$ cat src/rtl/core/iso9660_dir_record_parser_unit_macros.svh
// ----------------------------------------------------------------------------
// Directory record parser assertion macros
// Concurrent check helpers; they compile away when SYNTH is defined.
// ----------------------------------------------------------------------------
`ifndef ISO9660_DIR_RECORD_PARSER_UNIT_MACROS_SVH
`define ISO9660_DIR_RECORD_PARSER_UNIT_MACROS_SVH

`ifndef SYNTH
`define DIRP_ASSERT(label, clk, rst, prop) \
   label: assert property (@(posedge clk) disable iff (rst) prop) \
      else $error("dirp check failed");
`define DIRP_ASSERT_NEVER(label, clk, rst, cond) \
   label: assert property (@(posedge clk) disable iff (rst) !(cond)) \
      else $error("dirp forbidden condition");
`else
`define DIRP_ASSERT(label, clk, rst, prop)
`define DIRP_ASSERT_NEVER(label, clk, rst, cond)
`endif

`endif

$ cat src/rtl/core/dirp_pkg.sv
// ----------------------------------------------------------------------------
// Directory record parser package
// Shared types, codes and constants of the parser unit.
// ----------------------------------------------------------------------------
package dirp_pkg;

   localparam int SECTOR_BYTES_DEF = 2048;
   localparam int QUEUE_DEPTH      = 4;

   localparam logic [7:0] MIN_RECORD    = 8'd34;
   localparam logic [8:0] IDENT_START   = 9'd33;
   localparam logic [7:0] IDENT_POS     = 8'd33;
   localparam logic [7:0] IDENT_LEN_POS = 8'd32;
   localparam logic [7:0] FLAGS_POS     = 8'd25;
   localparam int         DIR_BIT       = 1;

   typedef enum logic [1:0] {
      KIND_RECORD = 2'd0,
      KIND_END    = 2'd1,
      KIND_ERROR  = 2'd2
   } kind_type;

   typedef enum logic [1:0] {
      ERR_NONE    = 2'd0,
      ERR_SHORT   = 2'd1,
      ERR_NAME    = 2'd2,
      ERR_OVERRUN = 2'd3
   } err_type;

   // work handed from the byte parser to the result sequencer
   typedef struct packed {
      logic        rec_valid;
      logic [31:0] extent_lba;
      logic [31:0] data_length;
      logic        dir_entry;
      logic [7:0]  id_len;
      logic        tail_valid;
      kind_type    tail_kind;
      err_type     tail_err;
   } job_type;

   typedef struct packed {
      kind_type    kind;
      logic [31:0] extent_lba;
      logic [31:0] data_length;
      logic        dir_entry;
      logic [7:0]  id_len;
      err_type     fault_code;
      logic        last;
   } rsp_type;

endpackage

$ cat src/rtl/core/dirp_if.sv
// ----------------------------------------------------------------------------
// Directory record parser channels
// Valid/ready channels for input bytes and parse results.
// ----------------------------------------------------------------------------
interface dirp_req_if;
   logic       valid;
   logic       ready;
   logic [7:0] data_byte;
   logic       last_byte;

   modport source (output valid, output data_byte, output last_byte, input ready);
   modport sink (input valid, input data_byte, input last_byte, output ready);
endinterface

interface dirp_rsp_if;
   logic        valid;
   logic        ready;
   logic [1:0]  kind;
   logic [31:0] extent_lba;
   logic [31:0] data_length;
   logic        dir_entry;
   logic [7:0]  id_len;
   logic [1:0]  fault_code;
   logic        last;

   modport source (output valid, output kind, output extent_lba, output data_length,
                   output dir_entry, output id_len, output fault_code,
                   output last, input ready);
   modport sink (input valid, input kind, input extent_lba, input data_length,
                 input dir_entry, input id_len, input fault_code,
                 input last, output ready);
endinterface

$ cat src/rtl/core/dirp_front.sv
// ----------------------------------------------------------------------------
// Directory record parser front end
// Takes one byte per cycle while the job queue is not full, tracks sector/record position and emits jobs.
// ----------------------------------------------------------------------------
module dirp_front #(
   parameter int SECTOR_BYTES = dirp_pkg::SECTOR_BYTES_DEF
) (
   input  logic              clock,
   input  logic              reset,
   dirp_req_if.sink          req,
   input  logic              q_full,
   output logic              push,
   output dirp_pkg::job_type job
);
   import dirp_pkg::*;

   localparam int SPW = $clog2(SECTOR_BYTES);
   localparam logic [SPW-1:0] LAST_POS = SPW'(SECTOR_BYTES - 1);

   logic [SPW-1:0] sector_pos_ff, sector_pos_in;
   logic [7:0]     rec_pos_ff, rec_pos_in;
   logic [7:0]     rec_len_ff, rec_len_in;
   logic [7:0]     ident_len_ff, ident_len_in;
   logic [31:0]    extent_ff, extent_in;
   logic [31:0]    length_ff, length_in;
   logic           dir_ff, dir_in;
   logic [7:0]     first_ff, first_in;
   logic           skip_ff, skip_in;
   logic           failed_ff, failed_in;

   logic           take;
   logic [SPW-1:0] pos_next;
   logic [7:0]     idx_next;
   logic [1:0]     ext_lane;
   logic [1:0]     len_lane;
   err_type        err;

   assign req.ready = !q_full;
   assign take      = req.valid && req.ready;
   assign pos_next  = (sector_pos_ff == LAST_POS) ? '0 : sector_pos_ff + 1'b1;
   assign idx_next  = rec_pos_ff + 8'd1;
   assign ext_lane  = 2'(rec_pos_ff - 8'd2);
   assign len_lane  = 2'(rec_pos_ff - 8'd10);

   always_comb begin
      sector_pos_in = sector_pos_ff;
      rec_pos_in    = rec_pos_ff;
      rec_len_in    = rec_len_ff;
      ident_len_in  = ident_len_ff;
      extent_in     = extent_ff;
      length_in     = length_ff;
      dir_in        = dir_ff;
      first_in      = first_ff;
      skip_in       = skip_ff;
      failed_in     = failed_ff;
      err           = ERR_NONE;
      job           = '0;
      push          = 1'b0;

      if (take && !failed_ff) begin
         if (skip_ff) begin
            if (pos_next == '0) begin
               skip_in = 1'b0;
            end
         end else if (rec_pos_ff == 8'd0) begin
            if (req.data_byte == 8'd0) begin
               // zero length: rest of sector is padding, unless this was its last byte
               if (pos_next != '0) begin
                  skip_in = 1'b1;
               end
            end else if (req.data_byte < MIN_RECORD) begin
               err = ERR_SHORT;
            end else begin
               rec_len_in   = req.data_byte;
               rec_pos_in   = 8'd1;
               ident_len_in = '0;
               extent_in    = '0;
               length_in    = '0;
               dir_in       = 1'b0;
               first_in     = '0;
            end
         end else begin
            if (rec_pos_ff inside {[8'd2:8'd5]}) begin
               extent_in[{ext_lane, 3'b000} +: 8] = req.data_byte;
            end else if (rec_pos_ff inside {[8'd10:8'd13]}) begin
               length_in[{len_lane, 3'b000} +: 8] = req.data_byte;
            end else if (rec_pos_ff == FLAGS_POS) begin
               dir_in = req.data_byte[DIR_BIT];
            end else if (rec_pos_ff == IDENT_LEN_POS) begin
               ident_len_in = req.data_byte;
               if ((IDENT_START + {1'b0, req.data_byte}) > {1'b0, rec_len_ff}) begin
                  err = ERR_NAME;
               end
            end else if (rec_pos_ff == IDENT_POS) begin
               first_in = req.data_byte;
            end

            if (err == ERR_NONE) begin
               rec_pos_in = idx_next;
               if (idx_next >= rec_len_ff) begin
                  rec_pos_in = 8'd0;
                  // self and parent entries are not reported
                  if (!(ident_len_in == 8'd1 && first_in[7:1] == 7'd0)) begin
                     job.rec_valid = 1'b1;
                  end
               end
            end
         end
         sector_pos_in = pos_next;

         job.extent_lba  = extent_in;
         job.data_length = length_in;
         job.dir_entry   = dir_in;
         job.id_len      = ident_len_in;

         if (err != ERR_NONE) begin
            job.tail_valid = 1'b1;
            job.tail_kind  = KIND_ERROR;
            job.tail_err   = err;
            failed_in      = 1'b1;
         end else if (req.last_byte) begin
            job.tail_valid = 1'b1;
            if (rec_pos_in != 8'd0) begin
               job.tail_kind = KIND_ERROR;
               job.tail_err  = ERR_OVERRUN;
            end else begin
               job.tail_kind = KIND_END;
            end
         end
         push = job.rec_valid || job.tail_valid;
      end

      // end of extent: all parse state back to its reset value
      if (take && req.last_byte) begin
         sector_pos_in = '0;
         rec_pos_in    = '0;
         rec_len_in    = '0;
         ident_len_in  = '0;
         extent_in     = '0;
         length_in     = '0;
         dir_in        = 1'b0;
         first_in      = '0;
         skip_in       = 1'b0;
         failed_in     = 1'b0;
      end
   end

   always_ff @(posedge clock) begin
      if (reset) begin
         sector_pos_ff <= '0;
         rec_pos_ff    <= '0;
         rec_len_ff    <= '0;
         ident_len_ff  <= '0;
         extent_ff     <= '0;
         length_ff     <= '0;
         dir_ff        <= 1'b0;
         first_ff      <= '0;
         skip_ff       <= 1'b0;
         failed_ff     <= 1'b0;
      end else begin
         sector_pos_ff <= sector_pos_in;
         rec_pos_ff    <= rec_pos_in;
         rec_len_ff    <= rec_len_in;
         ident_len_ff  <= ident_len_in;
         extent_ff     <= extent_in;
         length_ff     <= length_in;
         dir_ff        <= dir_in;
         first_ff      <= first_in;
         skip_ff       <= skip_in;
         failed_ff     <= failed_in;
      end
   end

endmodule

$ cat src/rtl/core/dirp_queue.sv
// ----------------------------------------------------------------------------
// Directory record parser job queue
// Short FIFO between the byte parser and the result sequencer.
// ----------------------------------------------------------------------------
`include "iso9660_dir_record_parser_unit_macros.svh"

module dirp_queue (
   input  logic              clock,
   input  logic              reset,
   input  logic              push,
   input  dirp_pkg::job_type push_job,
   input  logic              pop,
   output logic              full,
   output logic              empty,
   output dirp_pkg::job_type head_job
);
   import dirp_pkg::*;

   localparam int PW = $clog2(QUEUE_DEPTH);
   localparam int CW = $clog2(QUEUE_DEPTH + 1);
   localparam logic [PW-1:0] LAST_SLOT = PW'(QUEUE_DEPTH - 1);
   localparam logic [CW-1:0] DEPTH_CNT = CW'(QUEUE_DEPTH);

   job_type       entry_ff [QUEUE_DEPTH];
   logic [PW-1:0] wr_ptr_ff, wr_ptr_in;
   logic [PW-1:0] rd_ptr_ff, rd_ptr_in;
   logic [CW-1:0] count_ff, count_in;

   assign full     = (count_ff == DEPTH_CNT);
   assign empty    = (count_ff == '0);
   assign head_job = entry_ff[rd_ptr_ff];

   always_comb begin
      wr_ptr_in = wr_ptr_ff;
      rd_ptr_in = rd_ptr_ff;
      count_in  = count_ff;
      if (push) begin
         wr_ptr_in = (wr_ptr_ff == LAST_SLOT) ? '0 : wr_ptr_ff + 1'b1;
      end
      if (pop) begin
         rd_ptr_in = (rd_ptr_ff == LAST_SLOT) ? '0 : rd_ptr_ff + 1'b1;
      end
      if (push && !pop) begin
         count_in = count_ff + 1'b1;
      end else if (pop && !push) begin
         count_in = count_ff - 1'b1;
      end
   end

   always_ff @(posedge clock) begin
      if (push) begin
         entry_ff[wr_ptr_ff] <= push_job;
      end
   end

   always_ff @(posedge clock) begin
      if (reset) begin
         wr_ptr_ff <= '0;
         rd_ptr_ff <= '0;
         count_ff  <= '0;
      end else begin
         wr_ptr_ff <= wr_ptr_in;
         rd_ptr_ff <= rd_ptr_in;
         count_ff  <= count_in;
      end
   end

   `DIRP_ASSERT_NEVER(a_push_full, clock, reset, push && full)
   `DIRP_ASSERT_NEVER(a_pop_empty, clock, reset, pop && empty)
   `DIRP_ASSERT(a_count_ptrs, clock, reset, (count_ff == '0) |-> (wr_ptr_ff == rd_ptr_ff))

endmodule

$ cat src/rtl/core/dirp_back.sv
// ----------------------------------------------------------------------------
// Directory record parser back end
// Expands queued jobs into one or two results through an output register.
// ----------------------------------------------------------------------------
module dirp_back (
   input  logic              clock,
   input  logic              reset,
   input  logic              q_empty,
   input  dirp_pkg::job_type head_job,
   output logic              pop,
   dirp_rsp_if.source        rsp
);
   import dirp_pkg::*;

   rsp_type rsp_ff, rsp_in;
   logic    rsp_valid_ff, rsp_valid_in;
   logic    phase_ff, phase_in;   // record part of head job already sent
   logic    load;

   assign load = !rsp_valid_ff || rsp.ready;

   always_comb begin
      rsp_in       = rsp_ff;
      rsp_valid_in = rsp_valid_ff;
      phase_in     = phase_ff;
      pop          = 1'b0;
      if (load) begin
         rsp_valid_in = 1'b0;
         if (!q_empty) begin
            rsp_valid_in = 1'b1;
            rsp_in       = '0;
            if (!phase_ff && head_job.rec_valid) begin
               rsp_in.kind        = KIND_RECORD;
               rsp_in.extent_lba  = head_job.extent_lba;
               rsp_in.data_length = head_job.data_length;
               rsp_in.dir_entry   = head_job.dir_entry;
               rsp_in.id_len      = head_job.id_len;
               rsp_in.fault_code  = ERR_NONE;
               rsp_in.last        = !head_job.tail_valid;
               if (head_job.tail_valid) begin
                  phase_in = 1'b1;
               end else begin
                  pop = 1'b1;
               end
            end else begin
               rsp_in.kind       = head_job.tail_kind;
               rsp_in.fault_code = head_job.tail_err;
               rsp_in.last       = 1'b1;
               phase_in          = 1'b0;
               pop               = 1'b1;
            end
         end
      end
   end

   always_ff @(posedge clock) begin
      rsp_ff <= rsp_in;
   end

   always_ff @(posedge clock) begin
      if (reset) begin
         rsp_valid_ff <= 1'b0;
         phase_ff     <= 1'b0;
      end else begin
         rsp_valid_ff <= rsp_valid_in;
         phase_ff     <= phase_in;
      end
   end

   assign rsp.valid       = rsp_valid_ff;
   assign rsp.kind        = rsp_ff.kind;
   assign rsp.extent_lba  = rsp_ff.extent_lba;
   assign rsp.data_length = rsp_ff.data_length;
   assign rsp.dir_entry   = rsp_ff.dir_entry;
   assign rsp.id_len      = rsp_ff.id_len;
   assign rsp.fault_code  = rsp_ff.fault_code;
   assign rsp.last        = rsp_ff.last;

endmodule

$ cat src/rtl/core/iso9660_dir_record_parser_unit.sv
// ----------------------------------------------------------------------------
// ISO9660 directory record parser unit
// Parses a byte stream of one directory extent into entry and status results.
// ----------------------------------------------------------------------------
// The unit accepts one extent byte per clock cycle and keeps accepting while
// results wait downstream. The front end parses each byte; any results it
// causes (at most two: a record and an end or error status) go as one job
// into a four-entry queue. The back end turns each job into results through
// an output register, one result per cycle unless stalled, so a result goes
// through the queue and the output register after its byte. Input throughput
// is one byte per cycle, limited only by the output side taking one result
// per cycle when the queue fills. No clearing pass follows reset.
module iso9660_dir_record_parser_unit #(
   parameter int SECTOR_BYTES = dirp_pkg::SECTOR_BYTES_DEF
) (
   input  logic       clock,
   input  logic       reset,
   dirp_req_if.sink   req_ch,
   dirp_rsp_if.source rsp_ch
);
   import dirp_pkg::*;

   logic    push;
   logic    pop;
   logic    q_full;
   logic    q_empty;
   job_type push_job;
   job_type head_job;

   dirp_front #(
      .SECTOR_BYTES (SECTOR_BYTES)
   ) u_front (
      .clock  (clock),
      .reset  (reset),
      .req    (req_ch),
      .q_full (q_full),
      .push   (push),
      .job    (push_job)
   );

   dirp_queue u_queue (
      .clock    (clock),
      .reset    (reset),
      .push     (push),
      .push_job (push_job),
      .pop      (pop),
      .full     (q_full),
      .empty    (q_empty),
      .head_job (head_job)
   );

   dirp_back u_back (
      .clock    (clock),
      .reset    (reset),
      .q_empty  (q_empty),
      .head_job (head_job),
      .pop      (pop),
      .rsp      (rsp_ch)
   );

endmodule

$ cat src/flat_wrapper.sv
// flat-port wrapper written by rule: the top's interface ports become plain ports
module iso9660_dir_record_parser_unit_flat import dirp_pkg::*;
#(
   parameter int SECTOR_BYTES = dirp_pkg::SECTOR_BYTES_DEF
)
  (clock, reset, req_ch_valid, req_ch_data_byte, req_ch_last_byte, req_ch_ready, rsp_ch_valid, rsp_ch_kind, rsp_ch_extent_lba, rsp_ch_data_length, rsp_ch_dir_entry, rsp_ch_id_len, rsp_ch_fault_code, rsp_ch_last, rsp_ch_ready);
  dirp_req_if req_ch_i ();
  dirp_rsp_if rsp_ch_i ();
  input  logic clock;
  input  logic reset;
  input wire logic [$bits(req_ch_i.valid)-1:0] req_ch_valid;
  input wire logic [$bits(req_ch_i.data_byte)-1:0] req_ch_data_byte;
  input wire logic [$bits(req_ch_i.last_byte)-1:0] req_ch_last_byte;
  output wire logic [$bits(req_ch_i.ready)-1:0] req_ch_ready;
  output wire logic [$bits(rsp_ch_i.valid)-1:0] rsp_ch_valid;
  output wire logic [$bits(rsp_ch_i.kind)-1:0] rsp_ch_kind;
  output wire logic [$bits(rsp_ch_i.extent_lba)-1:0] rsp_ch_extent_lba;
  output wire logic [$bits(rsp_ch_i.data_length)-1:0] rsp_ch_data_length;
  output wire logic [$bits(rsp_ch_i.dir_entry)-1:0] rsp_ch_dir_entry;
  output wire logic [$bits(rsp_ch_i.id_len)-1:0] rsp_ch_id_len;
  output wire logic [$bits(rsp_ch_i.fault_code)-1:0] rsp_ch_fault_code;
  output wire logic [$bits(rsp_ch_i.last)-1:0] rsp_ch_last;
  input wire logic [$bits(rsp_ch_i.ready)-1:0] rsp_ch_ready;
  assign req_ch_i.valid = req_ch_valid;
  assign req_ch_i.data_byte = req_ch_data_byte;
  assign req_ch_i.last_byte = req_ch_last_byte;
  assign req_ch_ready = req_ch_i.ready;
  assign rsp_ch_valid = rsp_ch_i.valid;
  assign rsp_ch_kind = rsp_ch_i.kind;
  assign rsp_ch_extent_lba = rsp_ch_i.extent_lba;
  assign rsp_ch_data_length = rsp_ch_i.data_length;
  assign rsp_ch_dir_entry = rsp_ch_i.dir_entry;
  assign rsp_ch_id_len = rsp_ch_i.id_len;
  assign rsp_ch_fault_code = rsp_ch_i.fault_code;
  assign rsp_ch_last = rsp_ch_i.last;
  assign rsp_ch_i.ready = rsp_ch_ready;
  iso9660_dir_record_parser_unit #(.SECTOR_BYTES(SECTOR_BYTES)) u_core (.clock(clock), .reset(reset), .req_ch(req_ch_i), .rsp_ch(rsp_ch_i));
endmodule
$ cat config.mk
export PLATFORM = sky130hd
export DESIGN_NAME = iso9660_dir_record_parser_unit_flat
export DESIGN_NICKNAME = d
export VERILOG_FILES = /design/src/rtl/core/dirp_pkg.sv /design/src/rtl/core/dirp_if.sv /design/src/rtl/core/dirp_front.sv /design/src/rtl/core/dirp_queue.sv /design/src/rtl/core/dirp_back.sv /design/src/rtl/core/iso9660_dir_record_parser_unit.sv /design/src/flat_wrapper.sv
export VERILOG_INCLUDE_DIRS = /design/src /design/src/rtl/core
export SDC_FILE = /design/constraint.sdc
export NUM_CORES = 1
export LEC_CHECK = 0
export ABC_CLOCK_PERIOD_IN_PS = 10400
export BUFFER_PORTS_ARGS = -buffer_cell sky130_fd_sc_hd__buf_2
export CAP_MARGIN = 20
export CORE_UTILIZATION = 55
export CTS_CLUSTER_DIAMETER = 80
export DETAILED_ROUTE_END_ITERATION = 10
export PLACE_DENSITY_LB_ADDON = 0.08
export SETUP_SLACK_MARGIN = 0.5
export SLEW_MARGIN = 25
export SYNTH_ARGS = -nofsm -noshare
export SYNTH_HDL_FRONTEND = slang
export SYNTH_SLANG_ARGS = --single-unit
$ cat constraint.sdc
create_clock -name clock -period 10.4 [get_ports clock]
set_clock_uncertainty 0.1 [all_clocks]
set_input_delay 1.04 -clock clock [delete_from_list [all_inputs] [get_ports clock]]
set_output_delay 1.04 -clock clock [all_outputs]
set_load 0.02 [all_outputs]
# Word-level counts from Yosys, hierarchy flattened
# Memories as Yosys holds them, arrays and structs flattened. A register that Yosys moved wholly into a read port is not among the register bits.
# Cells that the tools add are included.
# word_totals
mem_bits_rw	316
wordCells	190
input_bits	13
ff_bits	196
out_inout_bits	80
mem_count	1
# memory_table
memory	depth	word_bits	read_ports	rd_ports_with_merged_regs	wr	line_no	source
u_core.u_queue.entry_ff	4	79	1	1	1	dirp_queue.sv:24	job_type entry_ff [QUEUE_DEPTH];
# op_classes
shift	4
n_reduce_logical	34
eq_ne	11
mux	96
magnitude_cmp	7
bitwise_logic	4
add_sub_neg	11
# op_table
op	count
two-way mux 32 bit	11
two-way mux 8 bit	29
two-way mux 79 bit	1
bitwise mux 32 bit	2
variable shift 8 x 7 -> 32 bit (first input constant)	2
variable part select 8 x 7 -> 32 bit	2
two-way mux 2 bit	17
two-way mux 1 bit	30
== test 8 x 6 -> 1 bit (second input constant)	2
logical NOT 8 bit	2
two-way mux 5 bit	3
negation 5 -> 7 bit	2
adder 11 x 1 -> 11 bit (second input constant)	1
== test 11 bit (second input constant)	1
logical NOT 11 bit	1
two-way mux 11 bit	1
nonzero test 11 bit	1
adder 6 x 8 -> 9 bit (first input constant)	1
> comparator 9 x 8 -> 1 bit	1
logical AND 1 bit	9
adder 8 x 1 -> 8 bit (second input constant)	1
== test 8 x 1 -> 1 bit (second input constant)	1
== test 8 x 5 -> 1 bit (second input constant)	1
greater-or-equal comparator 8 x 2 -> 1 bit (second input constant)	1
26 further kinds	44

# Depth between registers and ports, before layout
# Gate-level depths: netlist (run 1).
# logic_depth
word_depth	26
mapped_depth	18

# By module
# A second synthesis (run 1) with hierarchy kept.
# hier_totals
cells_unflattened	1424
area_unflattened_um2	21363.0
# by_module_without_submodules
mod	seq_area_each_um2	area_per_inst_um2	cells_each	n_inst
dirp_queue	9669.3	11825.1	457	1
dirp_front	2182.1	6487.5	792	1
dirp_back	2382.3	3050.4	175	1

# Worst setup path before layout (run 1)
# OpenSTA, ideal clock, no wires.
# synth_path
kind	input -> register
start	input rsp_ch_ready
end	register u_core.u_queue.count_ff[2]
path_stages	10
t_arrival_ns	6.488
path_slack_ns	3.741
path_cell_list	inv_1 > a21oi_1 > and2_1 > inv_1 > ha_1 > inv_1 > fa_1 > xor2_1 > or3_1 > a21oi_1
# synth_between
elab_chain_len	5
word_cells_on_any_way	7
cone_classes	mux: 2; reduce/logical: 5
# synth_rtl
item	line_no	source
start, declared	flat_wrapper.sv:23	input wire logic [$bits(rsp_ch_i.ready)-1:0] rsp_ch_ready;
logical OR 1 bit *	dirp_back.sv:20	assign load = !rsp_valid_ff || rsp.ready;
two-way mux 1 bit *	dirp_back.sv:27	if (load) begin
logical NOT 1 bit	dirp_queue.sv:43	if (push && !pop) begin
logical AND 1 bit	dirp_queue.sv:43	
two-way mux 3 bit or nonzero test 2 bit (tied branches)	n/a	
end signal, assigned	dirp_queue.sv:64	count_ff <= count_in;
end, declared	dirp_queue.sv:27	logic [CW-1:0] count_ff, count_in;
# Every way passes the cells marked *; elsewhere a longest branch is shown, timed or not.
# A chain may end at the register's enable or synchronous reset.

# Worst setup path in the final report (run 1)
# layout_path
start	input req_ch_data_byte[1]
end	memory u_core.u_queue.entry_ff[1][63] in the netlist's numbering, enable pin
# layout_between
elab_chain_len	20
word_cells_on_any_way	49
cone_classes	add/sub: 1; order compare: 2; eq/ne: 1; mux: 39; reduce/logical: 6
# layout_rtl
item	line_no	source
start, declared	flat_wrapper.sv:12	input wire logic [$bits(req_ch_i.data_byte)-1:0] req_ch_data_byte;
adder 6 x 8 -> 9 bit or two-way mux 8 bit (tied branches)	dirp_front.sv:91, dirp_front.sv:94	
> comparator 9 x 8 -> 1 bit or two-way mux 8 bit (tied branches)	dirp_front.sv:91, dirp_front.sv:89	
two-way mux 2 bit or two-way mux 8 bit (tied branches)	dirp_front.sv:91, dirp_front.sv:87	
two-way mux 2 bit or two-way mux 8 bit (tied branches)	dirp_front.sv:89, dirp_front.sv:85	
two-way mux 2 bit or two-way mux 8 bit (tied branches)	dirp_front.sv:87, dirp_front.sv:83	
two-way mux 2 bit or two-way mux 8 bit (tied branches)	dirp_front.sv:85, dirp_front.sv:65	
two-way mux 2 bit or two-way mux 8 bit (tied branches)	dirp_front.sv:83, dirp_front.sv:61	
two-way mux 2 bit or two-way mux 8 bit (tied branches)	dirp_front.sv:65, dirp_front.sv:60	
[5 not listed]	n/a	
nonzero test 2 bit or two-way mux 1 bit (tied branches)	dirp_front.sv:116, dirp_front.sv:65	
two-way mux 5 bit or two-way mux 1 bit (tied branches)	dirp_front.sv:116, dirp_front.sv:61	
two-way mux 5 bit or two-way mux 1 bit (tied branches)	dirp_front.sv:60	if (take && !failed_ff) begin
logical OR 1 bit *	dirp_front.sv:130	push = job.rec_valid || job.tail_valid;
two-way mux 1 bit *	dirp_front.sv:60	
net u_core.push	iso9660_dir_record_parser_unit.sv:23	logic push;
two-way mux 1 bit *	dirp_queue.sv:51	if (push) begin
two-way mux 1 bit (implied by the code) *	dirp_queue.sv:52	entry_ff[wr_ptr_ff] <= push_job;
end, declared	dirp_queue.sv:24	
# Mark *: on every way through the listed nets, which the timed path passes. The rest lies on a longest branch. The select of a mux whose other input is x is not followed.

==> results.yml, run 1 <==
sta:
  worst_pin_slew_ps: 1020
  setup_viol: 0
  maxSlewHeadroom_pct: 32.1
  fin_crit_sh_pct: 49.6
  worst_slack_ps: 5250
  setup-tns-final_ps: 0
  hold_viol: 0
  fmax_mhz: 194
  finalCriticalPeriod_ps: 5150
  drv_slew: 0
  rsz0062_at_grt: "false"
power:
  p_comb_share_pct: 22.5
  sw_frac_of_total_pct: 28.6
  p_seq_share_pct: 45.7
  power_switching_mw: 1.66
  ir_drop_mv: 0.247
  p_leak_nw: 7.99
  p_per_area_mw_per_mm2: 244
  pwr-share-clk_pct: 31.8
  internal_power_mw: 4.16
placed_design:
  globalplace.congestion: 0.875
  place_ws_ps: 4660
  dpl.hpwl_mm: 27.7
  dpl-instance-area_mm2: 0.0221
  port_buffers: 92
yosys:
  yosysWarnings: 0
  synth_edf_count: 394
  avgSynthCellArea_um2: 14.6
  synth_seq_area_share_pct: 67.0
  async_reset_ff_share_pct: 0
  synthCells: 1453
  ys.flop_type: "edfxtp_1"
  ys_ff_latch: 514
  syn-num-nets: 1501
  netlist_area_mm2: 0.0212
  yosysUniqueCellTypes: 74
setup_path:
  cpMaxStageDelayCell: "buf_4"
  cp.required_ps: 10490
  crit_start: "req_ch_data_byte[1]"
  cp-endpoint: "u_core.u_queue.entry_ff[1][63]"
  end_kind: "flop"
  path_depth: 14
  start_kind: "input pin"
  crit_fanout: 59
  max_stage_delay_ps: 740
  worstReg2RegStart: "u_core.u_front.rec_pos_ff[0]"
  cpLargestDelayFamily: "buffers and inverters"
  rr_worst_depth: 10
  criticalPathCategory: "in2reg"
  reg2reg_to: "u_core.u_queue.entry_ff[1][63]"
  crit_arrival_ps: 5250
  reg2reg_setup_slack_ps: 5320
  cp.buffers_inverters: 4
  crit_chain: "buf_2 -> inv_1 -> nor3_1 -> o21ai_0 -> xnor2_1 -> ha_1 -> nand3_1 -> a211oi_1 -> o211ai_1 -> a31oi_2 -> o21ba_4 -> inv_2 -> and2_4 -> buf_4"
cts:
  clock_latency_ps: 590
  cts_resized: 0
  cts_htree_levels: 2
  cts_hold_buf: 0
  clk_path_buf_depth: 3
  clkTransAtPathRegs_ps: 60
  post_cts.repair.setup_buffers: 0
  cts_sinks: 514
  cts_made_buffers: 52
  cts_root_buffer: "clkbuf_16"
  cts_tree: "done"
route:
  drtIter0Drc: 809
  wire_per_inst_um: 21.6
  antenna_left: 0
  routed-via-count: 12400
  drt_wl_total_mm: 44.7
  via_per_inst: 6.00
  drc: 0
  dr.pass1.iters: 5
die:
  core_region_area_mm2: 0.0378
  initial_core_util_pct: 56.1
  die_y_um: 199
  io_pins: 93
  dieArea_mm2: 0.0394
  std_cell_rows: 71
  die_w_um: 199
finish:
  finalNetCount: 1566
  final_cell_mix: "394 x edfxtp_1, 125 x nor2_1, 118 x dfxtp_1"
  syn_to_final_growth_pct: 12.2
  utilization_pct: 63.0
  drive_gt1_share_pct: 19.1
  layout_commonest_cell: "edfxtp_1"
  stdcell_area_mm2: 0.0238
min_path:
  hp-class: "reg2reg"
  min_from: "u_core.u_front.rec_len_ff[3]"
global_routing:
  grtUsageTotal_pct: 23.4
  grt_use_met1_pct: 32.9
  grt_pass1_wl_mm: 69.2
  gr-usage-met2_pct: 37.2
  antenna_found_initial: 0
  grt_pass1_vias: 12100
  grt_util_met3_pct: 3.92
  grt_start_max_net_pins: 78
  grt.busiest_layer: "met2"
  globalRoute.totalOverflow: 0
job:
  max_cap_violations: 0
run_status:
  outcome: "finished, final reports clean"
[power by group through the flow]
stage	logic, mW	registers, mW	clock network (mW)
floorplan	0.748	2.90	0
finish	1.31	2.66	1.85
CTS	1.31	2.69	1.89
global route	1.42	2.70	1.97
global placement	1.30	2.72	0
detailed placement	1.30	2.72	0
[metrics by stage]
stage | hold slack, ps | instances | power, mW
after floorplan | 336 | 1453 | 3.64
final | 355 | 2072 | 5.82
after global routing | 389 | 2071 | 6.09
after detailed placement | 348 | 1974 | 4.03
after global placement | 343 | 1974 | 4.02
after CTS | 356 | 2070 | 5.89
[state kept, by name (all words and copies together) (netlist names), 2 cells and up, named ones only]
name / cells
u_core.u_queue.rd_ptr_ff: 2
u_core.u_front.length_ff: 32
u_core.u_queue.wr_ptr_ff: 2
u_core.u_front.rec_pos_ff: 8
u_core.u_back.rsp.fault_code: 2
u_core.u_back.rsp.data_length: 32
u_core.u_back.rsp.extent_lba: 32
u_core.u_front.first_ff: 7
u_core.u_queue.count_ff: 3
u_core.u_front.extent_ff: 32
u_core.u_front.ident_len_ff: 8
u_core.u_front.sector_pos_ff: 11
u_core.u_back.rsp.kind: 2
u_core.u_back.rsp.id_len: 8
u_core.u_front.rec_len_ff: 8
u_core.u_queue.entry_ff: 316
[synth_stat cells (3+ instances only)]
cell	count	area share, %
clkbuf_1	75	1.3
edfxtp_1	394	56
a21oi_1	51	1.2
a32oi_1	4	0.16
dfxtp_1	120	11
nand3b_1	3	0.11
mux4_2	79	8.4
mux2i_1	4	0.19
o221ai_1	4	0.16
nand2b_1	10	0.29
a311oi_1	4	0.16
xor2_1	12	0.49
o21ai_0	23	0.54
a21o_1	3	0.11
a22oi_1	82	2.9
and2_1	16	0.47
buf_2	16	0.38
o31ai_1	3	0.11
nand4_1	5	0.15
o21ai_1	4	0.094
ha_1	34	2.0
o22ai_1	7	0.21
xnor2_1	13	0.54
buf_1	6	0.11
a211oi_1	3	0.11
nor2_1	125	2.2
nor3_1	25	0.59
or2_2	3	0.088
nor4_1	12	0.35
a22o_1	54	2.2
a31oi_1	7	0.21
nor3b_1	6	0.21
or3_1	5	0.15
or4_1	3	0.11
nand2_1	48	0.85
nand3_1	26	0.61
and3_1	9	0.27
inv_1	36	0.64
nor2b_1	75	2.2
[kinds of logic after synthesis]
logic type	after synthesis	share of synthesized area, %
compound gates	272	9.25
buf+inv	136	2.57
flops	514	67.0
fa+ha+maj	35	2.10
simple gates	385	9.30
mux	86	8.76
xor+xnor	25	1.03
[tightest hold or removal path, cell delays in order, from the launching register on]
cell and delay [ps]:
dfxtp_1 310, nand2_1 50, a21oi_1 50
[worst min path at each step]
stage	to	slack, ps	cells past startpoint
floorplan	u_core.u_front.length_ff[19]	340	2
global placement	u_core.u_front.length_ff[17]	340	2
detailed placement	u_core.u_front.rec_len_ff[5]	350	2
CTS	u_core.u_front.rec_len_ff[5]	360	2
global route	u_core.u_front.rec_len_ff[7]	390	2
finish	u_core.u_front.rec_len_ff[3]	360	2
[area by class of cell]
| type | instances | area (um^2) |
|---|---|---|
| diodes | 1 | 2.50 |
| clock buffers | 62 | 1360 |
| flip-flops and latches | 514 | 14200 |
| repair buffers | 110 | 608 |
| well taps | 511 | 639 |
| fillers | 2844 | 14000 |
| inverters | 37 | 139 |
| clock inverters | 34 | 334 |
| multi-input cells | 803 | 6510 |
[routing by layer]
layer / part of all wire [%] / wire length (um)
met1: 45 / 20000
met5: 0 / 0
met3: 4.6 / 2080
met4: 3.0 / 1330
met2: 48 / 21200
Note: power is estimated with default switching activity, not from simulation.
==> run 2: changes to the inputs <==
Settings changed: ABC_CLOCK_PERIOD_IN_PS 10400 to 4270.
Clock period 10.4 ns to 4.27 ns, I/O delays scaled along.
==> run 2 against run 1 <==
Compared with the run above:
- register-to-register slack got worse by 4700 ps
- die area unchanged
- design area increased by 2.8%
- largest cell class unchanged
==> results.yml, run 2 (same netlist as run 1, synthesis figures left out) <==
min_path:
  min_path_cells: 3
  min_from: "req_ch_data_byte[3]"
  hp-class: "in2reg"
  min_to: "u_core.u_front.rec_len_ff[3]"
finish:
  layout_commonest_cell: "edfxtp_1"
  final_cell_mix: "394 x edfxtp_1, 125 x nor2_1, 114 x dfxtp_1"
  regMostFlops: "u_core.u_queue.entry_ff"
  antenna_cells: 0
  finalNetCount: 1634
  fillCellCount: 2821
  largest_reg_flops: 316
  fin_cells: 2139
  drive_gt1_share_pct: 23.9
  utilization_pct: 64.7
  syn_to_final_growth_pct: 15.3
setup_path:
  criticalPathCategory: "reg2reg"
  crit_fanout: 7
  rr_worst_depth: 16
  worstReg2RegStart: "u_core.u_front.rec_pos_ff[1]"
  cp.required_ps: 4660
  end_kind: "flop"
  crit_arrival_ps: 4060
  reg2reg_setup_slack_ps: 610
  start_kind: "flop"
  reg2reg_to: "u_core.u_queue.count_ff[2]"
cts:
  clkTransAtPathRegs_ps: 60
  cts_htree_levels: 2
  cts_hold_buf: 0
  clock_latency_ps: 570
  cts_tree: "done"
  cts_made_buffers: 52
  cts_root_buffer: "clkbuf_16"
  clk_path_buf_depth: 3
  cts_sinks: 514
job:
  max_cap_violations: 0
die:
  io_pins: 93
  core_region_area_mm2: 0.0378
  die_w_um: 199
  dieArea_mm2: 0.0394
  initial_core_util_pct: 56.1
  die_y_um: 199
  std_cell_rows: 71
run_status:
  outcome: "finished, final reports clean"
placed_design:
  place_inst: 2031
  dpl.hpwl_mm: 30.9
  globalplace.congestion: 0.949
  place_ws_ps: 211
  port_buffers: 92
route:
  via_per_inst: 5.99
  antenna_left: 0
  drc: 0
  drt_wl_total_mm: 47.5
  drtIter0Drc: 1167
  dr.pass1.iters: 6
  wire_per_inst_um: 22.2
  routed-via-count: 12800
sta:
  worst_slack_ps: 606
  rsz0062_at_grt: "false"
  setup_viol: 0
  drv_slew: 0
  finalCriticalPeriod_ps: 3660
  fin_crit_sh_pct: 85.8
  worst_pin_slew_ps: 1120
  hold_viol: 0
  setup-tns-final_ps: 0
  fmax_mhz: 273
  maxSlewHeadroom_pct: 25.6
global_routing:
  antenna_found_initial: 0
  grt_pass1_wl_mm: 72.5
  grt_pass1_vias: 12500
  grtUsageTotal_pct: 24.5
  globalRoute.totalOverflow: 0
  grt_start_max_net_pins: 78
power:
  p_per_area_mw_per_mm2: 577
  p_leak_nw: 8.37
  ir_drop_mv: 0.296
[run 2: cell count changes in the layout (fill, tap and decap cells not counted), moves of 4 or more]
cell,change
buf_4,+59
buf_12,+8
clkinv_1,-6
bufinv_16,-5
dfxtp_1,-4
nor3_1,-4
[run 2: metrics by stage]
stage | cell area, um^2 | hold slack (ps) | power, mW
2_1_floorplan | 21300 | 336 | 8.85
3_3_place_gp | 22700 | 342 | 9.94
3_5_place_dp | 22700 | 349 | 9.98
4_1_cts | 24300 | 7.87 | 14.3
5_1_grt | 24500 | 38.6 | 14.8
6_report | 24500 | 32.3 | 14.1
[run 2: critical path, cell delays in order, from the launching register on]
cell	delay [ps]
dfxtp_4	380
clkinvlp_4	110
buf_4	140
ha_4	170
or4b_4	510
buf_4	170
nor3_4	170
o211ai_1	190
a31oi_2	240
o21ba_4	210
inv_4	90
ha_4	140
inv_1	50
fa_2	330
xor2_1	170
or3_1	310
a21oi_1	120
[run 2: worst max path at each step]
stage / depth (start not counted) / start / to
final: 16 / u_core.u_front.rec_pos_ff[1] / u_core.u_queue.count_ff[2]
after detailed placement: 17 / u_core.u_front.rec_pos_ff[1] / u_core.u_queue.count_ff[2]
after global routing: 16 / u_core.u_front.rec_pos_ff[2] / u_core.u_queue.count_ff[2]
after global placement: 17 / u_core.u_front.rec_pos_ff[1] / u_core.u_queue.count_ff[2]
after CTS: 14 / u_core.u_front.rec_pos_ff[1] / u_core.u_queue.count_ff[2]
after floorplan: 18 / req_ch_data_byte[4] / u_core.u_queue.count_ff[2]
[run 2: power by group]
part	leakage (nW)	switching (mW)	total [mW]	internal [mW]
clock	0.807	1.84	4.30	2.46
combinational	3.02	2.11	3.44	1.33
sequential	4.54	0.189	6.40	6.21
total	8.37	4.14	14.1	10.0
[run 2: area by class of cell]
cell class / count / area (um^2) / share of cell area, %
Clock inverter: 29 / 208 / 0.848
Timing Repair Buffer: 178 / 1220 / 4.96
Sequential cell: 514 / 14300 / 58.2
Inverter: 37 / 149 / 0.608
Tap cell: 511 / 639 / 2.61
Multi-Input combinational cell: 803 / 6630 / 27.1
Clock buffer: 67 / 1410 / 5.75
[run 2: per-layer routing]
metal	GRT usage, %	vias to the layer above	part of all wire (%)
met5	0	-	0
met4	7.35	0	2.7
met3	3.58	82	5.0
met2	40.1	384	49
met1	34.2	6493	44
li1	-	5847	-
[run 2: what timing repair did]
item                                   CTS  global route
setup buffers                            0            12
resized for setup                        6            19
pin swaps                                0             6
endpoints found under the hold margin    0             0
setup endpoints to repair              249           120
